--- config.mk ---
export PLATFORM = sky130hd
export DESIGN_NAME = vrgseg_obuf_flat
export DESIGN_NICKNAME = d
export VERILOG_FILES = /design/src/hdl/vrgseg_pkg.sv /design/src/hdl/vrgseg_out_if.sv /design/src/hdl/vrgseg_obuf.sv /design/src/flat_wrapper.sv
export VERILOG_INCLUDE_DIRS = /design/src /design/src/hdl
export SDC_FILE = /design/constraint.sdc
export NUM_CORES = 1
export LEC_CHECK = 0
export CAP_MARGIN = 20
export CELL_PAD_IN_SITES_DETAIL_PLACEMENT = 0
export CELL_PAD_IN_SITES_GLOBAL_PLACEMENT = 1
export CORE_UTILIZATION = 39
export CTS_BUF_LIST = sky130_fd_sc_hd__clkbuf_16
export DETAILED_ROUTE_END_ITERATION = 8
export DONT_BUFFER_PORTS = 1
export PLACE_DENSITY = 0.6
export SYNTH_ARGS = -nofsm -noshare
export SYNTH_HDL_FRONTEND = slang
export SYNTH_SLANG_ARGS = --single-unit
export TNS_END_PERCENT = 1
--- constraint.sdc ---
create_clock -name clk -period 3.32 [get_ports clk]
set_input_delay 0.332 -clock clk [delete_from_list [all_inputs] [get_ports clk]]
set_output_delay 0.332 -clock clk [all_outputs]
set_load 0.03 [all_outputs]
--- src/hdl/assert_macros.svh ---
// Assertion macros shared by the segmenter modules.
// Depends on nothing; the using module must provide clk and arst_n.
`ifndef ASSERT_MACROS_SVH
`define ASSERT_MACROS_SVH

// Clocked check that is switched off while reset is asserted.
`define VRGSEG_ASSERT(lbl, prop, msg) \
	lbl: assert property (@(posedge clk) disable iff (!arst_n) prop) else $error(msg);

// Clocked check that also holds during reset.
`define VRGSEG_ASSERT_ALWAYS(lbl, prop, msg) \
	lbl: assert property (@(posedge clk) prop) else $error(msg);

`endif

--- src/hdl/vrgseg_pkg.sv ---
// Shared widths, constants, register indexes and types of the segmenter.
// Depends on nothing; every other file but assert_macros.svh imports it.
package vrgseg_pkg;

	localparam int WL_W   = 32;
	localparam int REG_W  = 26;
	localparam int PROD_W = 62;
	localparam int TWO_C_W = 30;

	// Twice the speed of light in m/s.
	localparam logic [TWO_C_W-1:0] TWO_C_MPS = 30'd599584916;

	// Configuration register indexes.
	localparam logic [0:0] REG_MAX_GAP    = 1'b0;
	localparam logic [0:0] REG_MIN_REGION = 1'b1;

	typedef struct packed {
		logic [WL_W-1:0] wavelength;
		logic            pixel_valid;
		logic            last_pixel;
	} pixel_t;

	typedef struct packed {
		logic [WL_W-1:0] region_start;
		logic [WL_W-1:0] region_end;
		logic            at_spectrum_end;
	} region_t;

	typedef struct packed {
		logic    valid;
		region_t data;
	} result_t;

endpackage

--- src/hdl/vrgseg_out_if.sv ---
// Region channel of the segmenter: valid/ready handshake with the region fields.
// Depends on vrgseg_pkg for the field widths.
interface vrgseg_out_if;
	import vrgseg_pkg::*;

	logic            valid;
	logic            ready;
	logic [WL_W-1:0] region_start;
	logic [WL_W-1:0] region_end;
	logic            at_spectrum_end;

	modport source (output valid, output region_start, output region_end,
		output at_spectrum_end, input ready);
	modport sink (input valid, input region_start, input region_end,
		input at_spectrum_end, output ready);

endinterface

--- src/hdl/vrgseg_obuf.sv ---
// Output register with a one-word skid stage for the region channel.
// Depends on vrgseg_pkg, vrgseg_out_if and assert_macros.svh.
module vrgseg_obuf (
	input  logic                clk,
	input  logic                arst_n,
	input  vrgseg_pkg::result_t res,
	output logic                full,
	vrgseg_out_if.source        regions
);
	import vrgseg_pkg::*;
	`include "assert_macros.svh"

	logic    out_valid_q;
	logic    skid_valid_q;
	region_t out_q;
	region_t skid_q;
	logic    out_ready;
	logic    load_out;
	logic    load_skid;

	assign out_ready = regions.ready;
	assign full      = skid_valid_q;

	assign load_out  = skid_valid_q ? out_ready : (res.valid && (!out_valid_q || out_ready));
	assign load_skid = !skid_valid_q && res.valid && out_valid_q && !out_ready;

	always_ff @(posedge clk or negedge arst_n) begin
		if (!arst_n) begin
			out_valid_q  <= 1'b0;
			skid_valid_q <= 1'b0;
		end else begin
			if (skid_valid_q) begin
				if (out_ready) begin
					skid_valid_q <= 1'b0;
				end
			end else if (res.valid) begin
				out_valid_q  <= 1'b1;
				skid_valid_q <= out_valid_q && !out_ready;
			end else if (out_ready) begin
				out_valid_q <= 1'b0;
			end
		end
	end

	always_ff @(posedge clk) begin
		if (load_out) begin
			out_q <= skid_valid_q ? skid_q : res.data;
		end
		if (load_skid) begin
			skid_q <= res.data;
		end
	end

	assign regions.valid           = out_valid_q;
	assign regions.region_start    = out_q.region_start;
	assign regions.region_end      = out_q.region_end;
	assign regions.at_spectrum_end = out_q.at_spectrum_end;

	`VRGSEG_ASSERT_ALWAYS(a_skid_behind_out, skid_valid_q |-> out_valid_q, "skid word held with empty output register")
	`VRGSEG_ASSERT(a_no_drop, res.valid |-> !skid_valid_q, "result arrived while skid stage full")
	`VRGSEG_ASSERT(a_skid_moves, (skid_valid_q && out_ready) |=> (out_q == $past(skid_q)), "skid word not moved to output")

endmodule

--- src/flat_wrapper.sv ---
// flat-port wrapper written by rule: the top's interface ports become plain ports
module vrgseg_obuf_flat import vrgseg_pkg::*;
  (clk, arst_n, res, full, regions_valid, regions_region_start, regions_region_end, regions_at_spectrum_end, regions_ready);
  vrgseg_out_if regions_i ();
  input  logic clk;
  input  logic arst_n;
  input  vrgseg_pkg::result_t res;
  output logic full;
  output wire logic [$bits(regions_i.valid)-1:0] regions_valid;
  output wire logic [$bits(regions_i.region_start)-1:0] regions_region_start;
  output wire logic [$bits(regions_i.region_end)-1:0] regions_region_end;
  output wire logic [$bits(regions_i.at_spectrum_end)-1:0] regions_at_spectrum_end;
  input wire logic [$bits(regions_i.ready)-1:0] regions_ready;
  assign regions_valid = regions_i.valid;
  assign regions_region_start = regions_i.region_start;
  assign regions_region_end = regions_i.region_end;
  assign regions_at_spectrum_end = regions_i.at_spectrum_end;
  assign regions_i.ready = regions_ready;
  vrgseg_obuf u_core (.clk(clk), .arst_n(arst_n), .res(res), .full(full), .regions(regions_i));
endmodule
==> metrics.txt <==
most common library cells after synthesis=130 x edfxtp_1, 65 x mux2_4, 7 x buf_12; Setup Skew=0.00454 ns; CTS tree=yes; Synth cell types=12; final hold viol count=0; largest net degree at the start of global routing=43; Setup crit start kind=flip-flop; Total Power=about 0.004 W; Slew HR=51.0%; top cells by area, synth=edfxtp_1 76%, mux2_4 19%, buf_12 2.7%, dfrtp_1 0.97%, and4bb_2 0.24%; CP Max Fanout=40; core region area=12700 um^2; Initial Utilization=40.4%; Placed Area=5260 um^2; most frequent cell after synthesis=edfxtp_1; Pwr Density=636 nW/um^2; share of layout cells above drive strength 1=30.0%; Die W=117 um; Setup violations, final=0; fillers=1063; CTS Buffer Depth=2; status=complete, no violations; Routed Antenna Nets=0; via count=2214; final-report max-slew violation count=0; hold crit path type=primary input to flip-flop; max-cap check violation count=0; I/O pin cnt=about 140; CP Data Required Time=3.47 ns; Starting DRT DRC Count=105; critical path class=flip-flop to flip-flop; Buffers on Ports=0; synth warn=0; initial antenna violation count=0; design area=6420 um^2; drt wl/cell=17.9 um; Vias/cell=4.62; Worst EP arrival=about 2.4 ns; WHS Path Cells=1; Reg2Reg Depth=2; asr flop ratio synth=approximately 1.5%; DRC=0; FP Rows=41; leakage=2.32 nW; # clock sinks=132; Worst-Skew Late Latency=0.41 ns; final WL=8580 um; Total GRT Usage=13.7%; Post-CTS Setup Inserts=0; register area share after synthesis=between 70% and 80%; CTS clk-pin slew, worst paths=roughly 0.05 ns; vias in the first global route=2412; hpwl dp=slightly above 5000 um; Die Span Y=117 um; CTS root buf=clkbuf_16; routability cong.=about 0.67; CTS Buf Count=17; Worst Setup End Kind=flip-flop; RSZ-0062 raised after global routing=no; Fmax=452 MHz; Synth top area share=76.0%; sequential cell area=3960 um^2; Die ar.=13600 um^2; fin crit period=2.21 ns; Antenna diodes=0; grt ovf=0; area occupied by multi-input gates=1040 um^2; Setup TNS=0 ns; number of enable flip-flop cells after synthesis=130; Post-Syn Instances=213; syn_nets=roughly 280; Max rail drop VDD=around 0.25 mV; layout net count=363; CTS HTree Levels=4; ys flop type=edfxtp_1; worst slew pin tran=~0.73 ns; Mapped Area=5130 um^2; area grow syn2layout=25.1%; Pre-antenna DRT Iters=4; Synth area leader=edfxtp_1; first-pass GRT wire length=13100 um; Syn Area/Cell=24.1 um^2; Yosys reg bits=roughly 130; Tcrit/Tclk final=around 67%
critical path: stages, from the launching register on:
cell and delay [ns]:
dfrtp_4 0.84, buf_4 0.69, mux2_4 0.35
metrics by stage:
step	setup WS [ns]	hold slack (ns)	cells	util, %
global placement	1.10	0.0367	380	41.4
floorplan	0.438	0.0364	213	-
finish	1.11	0.0718	479	50.5
detailed placement	1.11	0.0367	380	41.4
CTS	1.10	0.0412	479	50.5
global route	1.03	0.0566	479	50.5
power by group:
group	internal (W)	total, W	switching [W]
registers	0.00200	0.00224	0.000232
logic	0.000195	0.000311	0.000116
clock network	0.000915	0.00154	0.000622
layer usage:
layer  up-vias  GRT usage [%]  routed length (um)
li1       1013              -                   -
met1      1090           15.5                3440
met2        94           21.3                4220
met3        17           6.43                 716
met4         0           8.19                 202
met5         -              0                   0
worst paths after layout:
kind / slack, ns / from / endpoint
max: 1.11 / u_core.full$_DFF_PN0_ / u_core.regions.region_end[12]$_DFFE_PP_
min: 0.07 / res[65] / u_core.regions.valid$_DFFE_PN0P_
max reg2reg: 1.11 / u_core.full$_DFF_PN0_ / u_core.regions.region_end[12]$_DFFE_PP_
min reg2reg: 0.54 / u_core.skid_q[20]$_DFFE_PP_ / u_core.regions.region_end[19]$_DFFE_PP_
max in group asynchronous: 3.00 / arst_n / u_core.full$_DFF_PN0_
min in group asynchronous: 0.16 / arst_n / u_core.full$_DFF_PN0_
area by class of cell:
| cell class | instances | share of cell area [%] |
|---|---|---|
| Sequential cell | 132 | 61.6 |
| Multi-Input combinational cell | 72 | 16.2 |
| Tap cell | 172 | 3.35 |
| Timing Repair Buffer | 70 | 11.2 |
| Inverter | 1 | 0.0585 |
| Clock buffer | 17 | 6.63 |
| Clock inverter | 15 | 0.994 |
kinds of logic after synthesis:
group	synth area share, %
mux	19.0
flops	77.0
simple gates	0.512
buf+inv	3.02
compound gates	0.439
registers in the layout (all words and copies together) (netlist names):
name	flops
u_core.regions.at_spectrum_end	1
u_core.regions.valid	1
u_core.skid_q	65
u_core.regions.region_end	32
u_core.regions.region_start	32
u_core.full	1
placed cells by master, fill, tap and decap left out, drive strengths merged:
cell type    count
a21oi            1
a22o             1
and4bb           1
buf              3
clkbuf          17
clkinv           8
clkinvlp         1
dfrtp            2
dlygate4sd3     67
edfxtp         130
inv              7
mux2            65
nand2b           1
nor2             2
o22a             1
what timing repair did:
action	4_1_cts	5_1_grt
gates resized for setup	0	0
hold buffers	67	0
endpoints found under the hold margin	68	0
Note: power is estimated with default switching activity, not from simulation.
